`config.mk`:
```
export PLATFORM = sky130hd
export DESIGN_NAME = plti_ctrl
export DESIGN_NICKNAME = d
export VERILOG_FILES = /design/src/rtl/plti_pkg.sv /design/src/rtl/plti_ctrl.sv
export SDC_FILE = /design/constraint.sdc
export NUM_CORES = 1
export LEC_CHECK = 0
export ABC_AREA = 1
export BUFFER_PORTS_ARGS = -buffer_cell sky130_fd_sc_hd__buf_2
export CAP_MARGIN = 20
export CORE_MARGIN = 8
export CORE_UTILIZATION = 50
export DETAILED_ROUTE_END_ITERATION = 8
export PLACE_DENSITY = 0.79
export SLEW_MARGIN = 5
export SYNTH_ARGS = -nofsm -noshare
export SYNTH_HDL_FRONTEND = slang
export SYNTH_SLANG_ARGS = --single-unit
```
`constraint.sdc`:
```
create_clock -name clk -period 2.1 [get_ports clk]
set_input_delay 0.105 -clock clk [delete_from_list [all_inputs] [get_ports clk]]
set_output_delay 0.105 -clock clk [all_outputs]
set_load 0.05 [all_outputs]
```
`src/rtl/plti_pkg.sv`:
```
package plti_pkg;

    // Fixed field widths
    localparam int unsigned DATA_W     = 32;
    localparam int unsigned INDEX_W    = 6;
    localparam int unsigned COUNT_W    = 7;
    localparam int unsigned GAP_W      = 16;
    localparam int unsigned CFG_DATA_W = 16;
    localparam int unsigned STATUS_W   = 3;

    localparam logic [GAP_W-1:0] MIN_GAP_RESET = GAP_W'(1);

    // Item kinds
    localparam logic KIND_WRITE = 1'b0;
    localparam logic KIND_QUERY = 1'b1;

    // Configuration register indexes
    typedef enum logic [0:0] {
        REG_POINTS_IN_USE = 1'b0,
        REG_MIN_GAP       = 1'b1
    } cfg_index_t;

    // Result status codes
    typedef enum logic [STATUS_W-1:0] {
        ST_INTERP     = 3'd0,
        ST_CLAMP_LOW  = 3'd1,
        ST_CLAMP_HIGH = 3'd2,
        ST_EMPTY      = 3'd3,
        ST_NARROW     = 3'd4
    } status_t;

    // Table read address source
    typedef enum logic [1:0] {
        RD_ZERO = 2'd0,
        RD_LAST = 2'd1,
        RD_NEXT = 2'd2
    } rd_sel_t;

    // Result value source
    typedef enum logic [1:0] {
        RES_ZERO = 2'd0,
        RES_READ = 2'd1,
        RES_LEFT = 2'd2,
        RES_CALC = 2'd3
    } res_sel_t;

    // Controller to datapath commands
    typedef struct packed {
        logic     wr_point;
        logic     start;
        rd_sel_t  rd_sel;
        logic     load_left;
        logic     adv_idx;
        logic     load_right;
        logic     div_init;
        logic     div_step;
        logic     mul_step;
        logic     round_step;
        logic     load_res;
        res_sel_t res_sel;
        status_t  res_status;
        logic     push;
    } plti_cmd_t;

    // Datapath to controller status
    typedef struct packed {
        logic empty;
        logic q_le_rd;
        logic q_ge_rd;
        logic narrow;
        logic cnt_zero;
        logic out_free;
    } plti_stat_t;

endpackage

```
`src/rtl/plti_ctrl.sv`:
```
module plti_ctrl (
    input  logic                 clk,
    input  logic                 rst_n,
    input  logic                 in_valid,
    input  logic                 kind,
    output logic                 in_ready,
    input  plti_pkg::plti_stat_t stat,
    output plti_pkg::plti_cmd_t  cmd
);

    import plti_pkg::*;

    typedef enum logic [9:0] {
        S_IDLE  = 10'b00_0000_0001,
        S_FIRST = 10'b00_0000_0010,
        S_LAST  = 10'b00_0000_0100,
        S_SCAN  = 10'b00_0000_1000,
        S_SEG   = 10'b00_0001_0000,
        S_DIV   = 10'b00_0010_0000,
        S_MUL   = 10'b00_0100_0000,
        S_RND   = 10'b00_1000_0000,
        S_FIN   = 10'b01_0000_0000,
        S_DONE  = 10'b10_0000_0000
    } state_t;

    state_t state_reg;
    state_t state_next;

    always_ff @(posedge clk or negedge rst_n)
    begin
        if (!rst_n)
        begin
            state_reg <= S_IDLE;
        end
        else
        begin
            state_reg <= state_next;
        end
    end

    // Sequencer
    always_comb
    begin
        cmd        = '0;
        in_ready   = 1'b0;
        state_next = state_reg;
        unique case (state_reg)
            S_IDLE:
            begin
                in_ready = 1'b1;
                if (in_valid && (kind == KIND_WRITE))
                begin
                    cmd.wr_point = 1'b1;
                end
                else if (in_valid)
                begin
                    cmd.start = 1'b1;
                    if (stat.empty)
                    begin
                        cmd.load_res   = 1'b1;
                        cmd.res_sel    = RES_ZERO;
                        cmd.res_status = ST_EMPTY;
                        state_next     = S_DONE;
                    end
                    else
                    begin
                        cmd.rd_sel = RD_ZERO;
                        state_next = S_FIRST;
                    end
                end
            end
            // First breakpoint on the read port
            S_FIRST:
            begin
                cmd.load_left = 1'b1;
                if (stat.q_le_rd)
                begin
                    cmd.load_res   = 1'b1;
                    cmd.res_sel    = RES_READ;
                    cmd.res_status = ST_CLAMP_LOW;
                    state_next     = S_DONE;
                end
                else
                begin
                    cmd.rd_sel = RD_LAST;
                    state_next = S_LAST;
                end
            end
            // Last breakpoint on the read port
            S_LAST:
            begin
                if (stat.q_ge_rd)
                begin
                    cmd.load_res   = 1'b1;
                    cmd.res_sel    = RES_READ;
                    cmd.res_status = ST_CLAMP_HIGH;
                    state_next     = S_DONE;
                end
                else
                begin
                    cmd.rd_sel  = RD_NEXT;
                    cmd.adv_idx = 1'b1;
                    state_next  = S_SCAN;
                end
            end
            // Walk until the right abscissa reaches the position
            S_SCAN:
            begin
                if (stat.q_le_rd)
                begin
                    cmd.load_right = 1'b1;
                    state_next     = S_SEG;
                end
                else
                begin
                    cmd.load_left = 1'b1;
                    cmd.rd_sel    = RD_NEXT;
                    cmd.adv_idx   = 1'b1;
                end
            end
            S_SEG:
            begin
                if (stat.narrow)
                begin
                    cmd.load_res   = 1'b1;
                    cmd.res_sel    = RES_LEFT;
                    cmd.res_status = ST_NARROW;
                    state_next     = S_DONE;
                end
                else
                begin
                    cmd.div_init = 1'b1;
                    state_next   = S_DIV;
                end
            end
            S_DIV:
            begin
                cmd.div_step = 1'b1;
                if (stat.cnt_zero)
                begin
                    state_next = S_MUL;
                end
            end
            S_MUL:
            begin
                cmd.mul_step = 1'b1;
                if (stat.cnt_zero)
                begin
                    state_next = S_RND;
                end
            end
            S_RND:
            begin
                cmd.round_step = 1'b1;
                state_next     = S_FIN;
            end
            S_FIN:
            begin
                cmd.load_res   = 1'b1;
                cmd.res_sel    = RES_CALC;
                cmd.res_status = ST_INTERP;
                state_next     = S_DONE;
            end
            // Hand the result to the output register once it is free
            S_DONE:
            begin
                if (stat.out_free)
                begin
                    cmd.push   = 1'b1;
                    state_next = S_IDLE;
                end
            end
            default:
            begin
                state_next = S_IDLE;
            end
        endcase
    end

endmodule

```
==> results of run 1 <==
-- kinds of logic after synthesis --
kind of cell	after synthesis
AND/OR/NAND/NOR	82
buffers and inverters	25
flip-flops	10
AO/OA/AOI/OAI	8
-- worst max-delay path, stage by stage, from the launching register on --
cell and delay [ps]:
dfrtp_1 420, nor2_2 170, nand2_4 100, nor2_4 180, nand2_2 100, inv_1 80
nand4_1 150, nand2_1 100, buf_2 260
-- cell type report --
class                      instances  share of cell area
inverter                          25              0.0907
timing repair buffer              30               0.157
tap                               16              0.0193
sequential                        10               0.243
multi-input combinational         90               0.455
clock buffer                       4              0.0351
-- placed cells by master (no fill, tap or decap), drive strengths merged --
cell	count
buf	28
nor2	32
nor3	4
o21ai	5
dfstp	1
clkbuf	4
or2	2
nand3	9
inv	25
nand4	2
nand2	33
o21bai	1
dfrtp	9
dlygate4sd3	2
a21oi	2
-- worst max-delay path by stage --
stage,from,endpoint,slack (ps),cells past startpoint
final,state_reg[8],cmd[6],160,8
after CTS,state_reg[8],cmd[2],110,8
after floorplan,state_reg[6],cmd[12],9,5
after global routing,state_reg[9],cmd[2],10,8
after global placement,state_reg[9],cmd[2],420,8
after detailed placement,state_reg[9],cmd[2],420,8
-- metrics by stage --
| step | area [um2] | total power [mW] | setup WS (ps) | hold WS (ps) | std cells |
|---|---|---|---|---|---|
| finish | 1030 | 1.14 | 165 | 36.5 | 175 |
| global route | 1030 | 1.23 | 11.9 | 25.4 | 175 |
| CTS | 1020 | 1.14 | 110 | 2.18 | 174 |
| detailed placement | 976 | 0.960 | 420 | -18.5 | 169 |
| global placement | 976 | 0.953 | 419 | -20.0 | 169 |
| floorplan | 816 | 0.821 | 9.37 | -191 | 125 |
-- routing by layer --
layer | global-route usage | routed length (um) | vias up
met1 | 0.146 | 877 | 383
li1 | - | - | 451
met2 | 0.244 | 979 | 23
met4 | 0.0515 | 32 | 0
met3 | 0.0562 | 120 | 4
met5 | 0 | 0 | -
-- power groups by stage --
stage	Sequential, mW	Combinational [mW]	Clock (mW)
after detailed placement	0.262	0.698	0
after global placement	0.261	0.692	0
after CTS	0.258	0.704	0.179
after floorplan	0.257	0.564	0
final	0.259	0.704	0.178
after global routing	0.262	0.773	0.196
-- repair_timing --
item                                   CTS  global route
setup endpoints to repair                0             1
gates resized for setup                  0             3
endpoints found under the hold margin   10             1
hold buffers                             1             1
==> out/results.tsv, run 1 <==
stage	metric	value	unit
outcome	status	finished clean	
timing	relSlewSlack	0.811	
placement	gp_congestion	0.870	
synthesis	synthTopCellsByCount	26 x nand2_1, 23 x inv_1, 22 x nor2_1	
cts	clock-sinks	10	
global_routing	grt_pass1_wl	3.67	mm
layout	diodes	0	
cts	clk_latency	270	ps
synthesis	ys_warn_count	0	
floorplanning	rows	14	
synthesis	synth_area_leaders	dfrtp_1 28%, nand2_1 12%, inv_1 11%, nor2_1 10%, nor2_4 5.5%	
timing	tightest_slew	281	ps
layout	fin_nets	170	
layout	post-route-util	0.679	
worst_setup_path	critPathCaptureType	output port	
worst_setup_path	worstReg2RegStart	state_reg[0]	
layout	area_growth	27.2	%
power_and_ir_drop	ir_worst_vdd	765	uV
detailed_routing	initialDrtViolationCount	22	
global_routing	overflow	0	
timing	rsz0062_at_grt	false	
floorplanning	die_w	56.3	um
worst_setup_path	reg2reg_depth	10	
worst_setup_path	start_kind	flip-flop	
synthesis	yosysUniqueCellTypes	19	
synthesis	synth-xor-area-share	0	
worst_setup_path	rrSetupSlack	600	ps
placement	dp_hpwl	1.70	mm
synthesis	synth_cells	125	
cts	cts_buffer_depth	2	
timing	hold_viol	0	
global_routing	grt_max_degree	11	
timing	min_period	1940	ps
detailed_routing	viasPerCell	4.92	
min_path	min_path_cells	2	
min_path	hp-class	in2reg	
synthesis	synth_edf_count	0	
synthesis	synthMuxAreaShare	0	
power_and_ir_drop	internal_power	0.523	mW
min_path	min_from	stat[4]	
power_and_ir_drop	combPwrFrac	0.617	
detailed_routing	wire_per_inst	11.5	um
worst_setup_path	crit_arrival	1830	ps
cts	h-tree-depth	1	
power_and_ir_drop	p_leak	0.667	nW
floorplanning	io_pins	29	
cts	cts_setup_buffers	0	
synthesis	synth_top_family_by_area	simple AND/OR/NAND/NOR gates	
timing	finalClockSkew	3.69	ps
timing	fin_setup_tns	0	ps
layout	register_area	251	um2
power_and_ir_drop	power_density	1100	nW/um2
synthesis	synth-seq-cells	10	
timing	fmax	517	MHz
timing	setup_viol	0	
detailed_routing	routed_wl	2.01	mm
cts	cts_tree	yes	
synthesis	synth_top_area_frac	0.277	
timing	period_share	0.922	
worst_setup_path	r2r_end	state_reg[0]	
detailed_routing	drt_pass1_iterations	4	
layout	fillers	148	
synthesis	synthAdderAreaFrac	0	
synthesis	ys.flop_type	dfrtp_1	
floorplanning	die_area	3170	um2
detailed_routing	vias	861	
floorplanning	start_util	0.534	
power_and_ir_drop	p_clk_frac	0.156	
flow_run	cap_violations	0	
timing	drv_slew	0	
synthesis	ys_seq_area_frac	0.309	
layout	largest_reg_flops	10	
synthesis	synthArstFlopShare	1.00	
layout	multi_input_area	470	um2
synthesis	synth.most_common_cell	nand2_1	
synthesis	netlist_area	813	um2
global_routing	antenna_found_initial	0	
worst_setup_path	cp_max_fo	5	
worst_setup_path	crit_required	2000	ps
cts	cts_root_buf	clkbuf_4	
detailed_routing	postRouteAntennaNets	0	
min_path	hold_end	state_reg[2]	
floorplanning	fp.dieH	56.3	um
synthesis	synth_simple_gate_area_frac	0.518	
synthesis	yosys.area.top_type	dfrtp_1	
global_routing	grt_pass1_vias	880	
power_and_ir_drop	switching_share	0.542	
power_and_ir_drop	seqPwrFrac	0.227	
detailed_routing	drc	0	
cts	cts.clk_slew.worst_paths	70	ps
power_and_ir_drop	p_switching	0.618	mW
global_routing	track_usage	0.140	
worst_setup_path	path_class	reg2out	
synthesis	syn_avg_cell_area	6.51	um2
placement	port_buffers	28	
synthesis	syn-num-nets	135	
layout	drive_gt1_frac	0.371	
cts	numCtsBuffers	3	
synthesis	synth_compound_area_frac	0.0569	
floorplanning	core_area	1520	um2
Note: power is estimated with default switching activity, not from simulation.
==> run 2: changes to the inputs <==
SETUP_SLACK_MARGIN = 0.5   (was not set)
==> out/results.tsv, run 2 <==
stage	metric	value	unit
outcome	status	did not finish	
outcome	flow.stopped_at	global routing	
outcome	error_line	[ERROR DPL-0038] Utilization greater than 100%, impossible to legalize	
floorplanning	rows	14	
floorplanning	start_util	0.534	
floorplanning	fp.dieH	56.3	um
timing	worst-ep-kind	primary output	
placement	port_buffers	28	
placement	dp_hpwl	1.85	mm
synthesis	yosysUniqueCellTypes	19	
synthesis	netlist_area	813	um2
synthesis	syn_avg_cell_area	6.51	um2
floorplanning	die_w	56.3	um
cts	numCtsBuffers	3	
placement	gp_congestion	0.864	
synthesis	syn-num-nets	135	
synthesis	synthTopCellsByCount	26 x nand2_1, 23 x inv_1, 22 x nor2_1	
synthesis	synth_cells	125	
floorplanning	io_pins	29	
cts	cts_root_buf	clkbuf_4	
synthesis	synth_area_leaders	dfrtp_1 28%, nand2_1 12%, inv_1 11%, nor2_1 10%, nor2_4 5.5%	
global_routing	grt_max_degree	11	
cts	h-tree-depth	1	
timing	grt-worst-endpoint	cmd[6]	
synthesis	ys_seq_area_frac	0.309	
synthesis	ys.flop_type	dfrtp_1	
synthesis	synth_edf_count	0	
synthesis	synthArstFlopShare	1.00	
synthesis	synth.most_common_cell	nand2_1	
synthesis	yosys.area.top_type	dfrtp_1	
cts	clock-sinks	10	
cts	cts_buffer_depth	2	
placement	placed_area	1010	um2
synthesis	ys_warn_count	0	
synthesis	synth_top_area_frac	0.277	
synthesis	synth-seq-cells	10	
-- run 2: cell counts after synthesis --
Identical to the previous run, type by type.
-- run 2: kinds of logic after synthesis --
kind of cell           after synthesis  share of synthesized area
and+or+nand+nor                     82                      0.518
buffers and inverters               25                      0.115
AOI/OAI and AO/OA                    8                     0.0569
DFF                                 10                      0.309
-- run 2: timing repair --
item,4_1_cts
resized for setup,53
hold buffers,2
endpoints found under the setup margin,19
pin swaps,13
setup buffers,15
endpoints found under the hold margin,11
-- run 2: stage by stage --
| stage | cells | utilization | setup slack [ps] | hold slack, ps |
|---|---|---|---|---|
| 3_5_place_dp | 169 | 0.663 | 287 | -20.3 |
| 3_3_place_gp | 169 | 0.663 | 351 | -20.7 |
| 4_1_cts | 190 | 0.891 | 322 | 26.3 |
| 2_1_floorplan | 125 | - | 320 | -191 |
==> run 3: changes to the inputs <==
CORE_AREA = 8 8 69 71   (was not set)
CORE_MARGIN = not set   (was 8)
CORE_UTILIZATION = not set   (was 50)
DIE_AREA = 0 0 77 79   (was not set)
PLACE_DENSITY = not set   (was 0.79)
PLACE_DENSITY_LB_ADDON = 0.15   (was not set)
SETUP_SLACK_MARGIN = not set   (was 0.5)
==> out/results.tsv, run 3 (synthesis gave the netlist of run 1 again) <==
stage	metric	value	unit
floorplanning	core_area	3800	um2
cts	cts.clk_slew.worst_paths	50	ps
cts	clock-sinks	10	
timing	relSlewSlack	0.822	
timing	period_share	0.921	
global_routing	antenna_found_initial	0	
power_and_ir_drop	power_density	1130	nW/um2
worst_setup_path	cp_cell_sequence	nor2_2, nand2_2, nor2_4, nand2_2, inv_1, nand4_1, nand2_1, buf_2	
detailed_routing	drc	0	
cts	numCtsBuffers	3	
timing	fin_ws	166	ps
floorplanning	die_w	77	um
global_routing	grt_pass1_vias	861	
detailed_routing	vias	830	
detailed_routing	initialDrtViolationCount	28	
placement	dp_worst_setup_slack	386	ps
detailed_routing	dr_wl_met2	1.11	mm
placement	place_inst	203	
layout	final_cell_mix	27 x buf_2, 26 x nand2_1, 23 x inv_1, 21 x nor2_1, 9 x dfrtp_1	
worst_setup_path	cp_max_fo	5	
detailed_routing	viasPerCell	3.99	
timing	drv_slew	0	
cts	clk_latency	250	ps
cts	cts_tree	yes	
layout	drive_gt1_frac	0.373	
power_and_ir_drop	p_leak	0.670	nW
timing	fin_setup_tns	0	ps
worst_setup_path	critPathCaptureType	output port	
global_routing	grt_max_degree	11	
layout	largest_reg_flops	10	
layout	fin_nets	169	
detailed_routing	routed_wl	2.39	mm
detailed_routing	met3_length	120	um
worst_setup_path	slowest_delay	410	ps
timing	min_period	1930	ps
timing	rsz0062_at_grt	false	
power_and_ir_drop	ir_worst_vdd	374	uV
timing	fmax	517	MHz
placement	dp_hpwl	2.03	mm
floorplanning	die_area	6080	um2
placement	placed_area	1020	um2
worst_setup_path	crit_required	2000	ps
detailed_routing	top_layer	met4	
layout	multi_input_area	470	um2
timing	finalClockSkew	0.561	ps
layout	final_cells	208	
worst_setup_path	start_kind	flip-flop	
layout	final_common_cell	buf_2	
cts	h-tree-depth	1	
layout	diodes	0	
cts	cts_buffer_depth	2	
floorplanning	start_util	0.214	
worst_setup_path	path_class	reg2out	
floorplanning	rows	23	
min_path	hp-class	in2reg	
timing	hold_viol	0	
detailed_routing	postRouteAntennaNets	0	
detailed_routing	drt_pass1_iterations	4	
detailed_routing	m1WireLength	1.14	mm
outcome	status	finished clean	
detailed_routing	wire_per_inst	11.5	um
global_routing	overflow	0	
floorplanning	fp.dieH	79	um
placement	port_buffers	28	
global_routing	grt_pass1_wl	4.07	mm
worst_setup_path	crit_arrival	1830	ps
floorplanning	io_pins	29	
power_and_ir_drop	p_total	1.23	mW
timing	tightest_slew	267	ps
layout	stdcell_area	1090	um2
layout	area_growth	33.5	%
worst_setup_path	crit_top_cell	nand2_2	
timing	setup_viol	0	
worst_setup_path	cp_slowest_cell	dfrtp_1	
cts	cts_root_buf	clkbuf_8	
layout	register_area	251	um2
layout	fillers	451	
flow_run	cap_violations	0	
placement	gp_congestion	0.760	
cts	cts_setup_buffers	0	
global_routing	track_usage	0.0827	
[run 3: path summary, 6_finish.rpt]
path / start / to / slack (ps) / cells after the start
setup / recovery: state_reg[6] / cmd[6] / 170 / 8
hold / removal: stat[5] / state_reg[1] / 30 / 2
setup reg to reg: state_reg[6] / state_reg[6] / 570 / 10
hold reg to reg: state_reg[6] / state_reg[6] / 550 / 2
max in group asynchronous: rst_n / state_reg[0] / 1570 / 2
min in group asynchronous: rst_n / state_reg[5] / 260 / 2
[run 3: repair_timing]
| item | 4_1_cts | 5_1_grt |
|---|---|---|
| hold buffers | 1 | 0 |
| endpoints found under the hold margin | 10 | 0 |
| endpoints found under the setup margin | 0 | 1 |
| resized for setup | 0 | 2 |
[run 3: report_power, final]
group / leakage (nW) / switching [mW] / total (mW) / internal (mW)
clock network: 0.0288 / 0.0923 / 0.258 / 0.166
logic: 0.506 / 0.524 / 0.711 / 0.187
registers: 0.135 / 0.0319 / 0.261 / 0.230
[run 3: through the flow]
stage / utilization / hold slack [ps]
3_5_place_dp: 0.268 / -4.42
6_report: 0.286 / 27.5
2_1_floorplan: - / -191
3_3_place_gp: 0.268 / -0.229
5_1_grt: 0.286 / 49.0
4_1_cts: 0.285 / 27.1
[run 3: layout make-up]
class / instances / area share
clock buffers: 4 / 0.0507
inverters: 25 / 0.0864
multi-input cells: 90 / 0.433
flip-flops and latches: 10 / 0.232
well taps: 50 / 0.0576
repair buffers: 29 / 0.141
[run 3: per-layer routing]
metal,global-route usage,vias to the layer above
met4,0.0283,0
met5,0,-
met1,0.106,364
met2,0.130,18
met3,0.0248,4
li1,-,444
[run 3: worst max-delay path: cells and delay by family, from the launching register on]
kind	cells	cell delay (ps)
flip-flops	1	410
AND/OR/NAND/NOR	6	840
buffers and inverters	2	340
==> run 4: changes to the inputs <==
PLACE_DENSITY_LB_ADDON = 0.05   (was 0.15)
==> out/results.tsv, run 4 (synthesis gave the netlist of run 1 again) <==
stage	metric	value	unit
cts	numCtsBuffers	3	
layout	register_area	251	um2
detailed_routing	vias	829	
detailed_routing	routed_wl	2.45	mm
cts	cts_setup_buffers	0	
timing	tightest_slew	256	ps
floorplanning	rows	23	
floorplanning	core_area	3800	um2
global_routing	overflow	0	
worst_setup_path	critPathBufInv	2	
placement	port_buffers	28	
timing	fmax	525	MHz
worst_setup_path	critPathTopFamily	simple AND/OR/NAND/NOR gates	
power_and_ir_drop	p_leak	0.674	nW
timing	whs	52.7	ps
worst_setup_path	critPathCaptureType	output port	
cts	clk_latency	240	ps
outcome	status	finished clean	
detailed_routing	postRouteAntennaNets	0	
floorplanning	io_pins	29	
cts	cts.clk_slew.worst_paths	50	ps
global_routing	antenna_found_initial	0	
detailed_routing	wire_per_inst	11.8	um
timing	rsz0062_at_grt	false	
detailed_routing	drc	0	
layout	diodes	0	
global_routing	grt_pass1_vias	925	
flow_run	cap_violations	0	
global_routing	track_usage	0.0875	
detailed_routing	initialDrtViolationCount	19	
placement	dp_hpwl	2.13	mm
power_and_ir_drop	power_density	1110	nW/um2
placement	placed_area	1020	um2
layout	final_common_cell	nand2_1	
cts	cts_root_buf	clkbuf_8	
cts	clock-sinks	10	
detailed_routing	viasPerCell	3.99	
timing	relSlewSlack	0.830	
detailed_routing	drt_pass1_iterations	4	
worst_setup_path	crit_arrival	1800	ps
worst_setup_path	cp_cell_sequence	nor2_4, nand2_4, nor2_4, nand2_2, inv_1, nand4_1, o21ai_0, buf_4	
layout	area_growth	35.4	%
floorplanning	start_util	0.214	
power_and_ir_drop	p_total	1.22	mW
worst_setup_path	cp_max_fo	5	
worst_setup_path	crit_top_cell	nor2_4	
layout	stdcell_area	1100	um2
timing	finalClockSkew	6.61	ps
floorplanning	die_area	6080	um2
layout	drive_gt1_frac	0.373	
global_routing	grt_pass1_wl	4.28	mm
placement	gp_congestion	0.741	
min_path	hp-class	in2reg	
cts	cts_buffer_depth	2	
worst_setup_path	cp_slowest_cell	dfrtp_1	
floorplanning	fp.dieH	79	um
layout	largest_reg_flops	10	
worst_setup_path	start_kind	flip-flop	
timing	hold_viol	0	
layout	multi_input_area	480	um2
worst_setup_path	path_class	reg2out	
layout	final_cell_mix	26 x nand2_1, 25 x buf_2, 23 x inv_1, 21 x nor2_1, 9 x dfrtp_1	
worst_setup_path	slowest_delay	410	ps
placement	place_inst	203	
timing	min_period	1900	ps
layout	fillers	472	
floorplanning	die_w	77	um
cts	cts_tree	yes	
timing	period_share	0.907	
global_routing	grt_max_degree	11	
layout	fin_nets	169	
timing	fin_setup_tns	0	ps
layout	final_cells	208	
timing	drv_slew	0	
cts	h-tree-depth	1	
power_and_ir_drop	ir_worst_vdd	557	uV
timing	setup_viol	0	
worst_setup_path	crit_required	2000	ps
## run 4: stage by stage
step | utilization | setup WS, ps
finish | 0.290 | 196
global route | 0.290 | 20.9
CTS | 0.285 | 93.3
detailed placement | 0.268 | 374
global placement | 0.268 | 359
floorplan | - | 9.37
## run 4: path summary, 6_finish.rpt
check | start | end | slack, ps | cells past startpoint
max | state_reg[4] | cmd[2] | 200 | 8
min | stat[5] | state_reg[1] | 50 | 2
max reg2reg | state_reg[0] | state_reg[0] | 590 | 10
min reg2reg | state_reg[0] | state_reg[0] | 540 | 2
max in group asynchronous | rst_n | state_reg[0] | 1560 | 2
min in group asynchronous | rst_n | state_reg[7] | 280 | 2
## run 4: layer usage
layer | track usage | part of all wire | vias to the layer above
li1 | - | - | 446
met1 | 0.104 | 0.47 | 366
met2 | 0.150 | 0.48 | 15
met3 | 0.0237 | 0.041 | 2
met4 | 0.0283 | 0.0065 | 0
met5 | 0 | 0 | -
## run 4: final cells by class
type / instances / area share
multi-input combinational: 90 / 0.436
sequential: 10 / 0.228
timing repair buffer: 29 / 0.143
inverter: 25 / 0.0852
tap: 50 / 0.0568
clock buffer: 4 / 0.0500
## run 4: where the power goes
| group | switching (mW) | leakage, nW | total [mW] | internal, mW |
|---|---|---|---|---|
| combinational | 0.522 | 0.510 | 0.717 | 0.195 |
| sequential | 0.0315 | 0.135 | 0.261 | 0.230 |
| clock | 0.0795 | 0.0288 | 0.245 | 0.165 |
| total | 0.633 | 0.674 | 1.22 | 0.590 |
## run 4: timing repair
action / CTS / global route
hold buffers: 1 / 0
endpoints found under the hold margin: 10 / 0
setup endpoints to repair: 0 / 3
gates resized for setup: 0 / 6
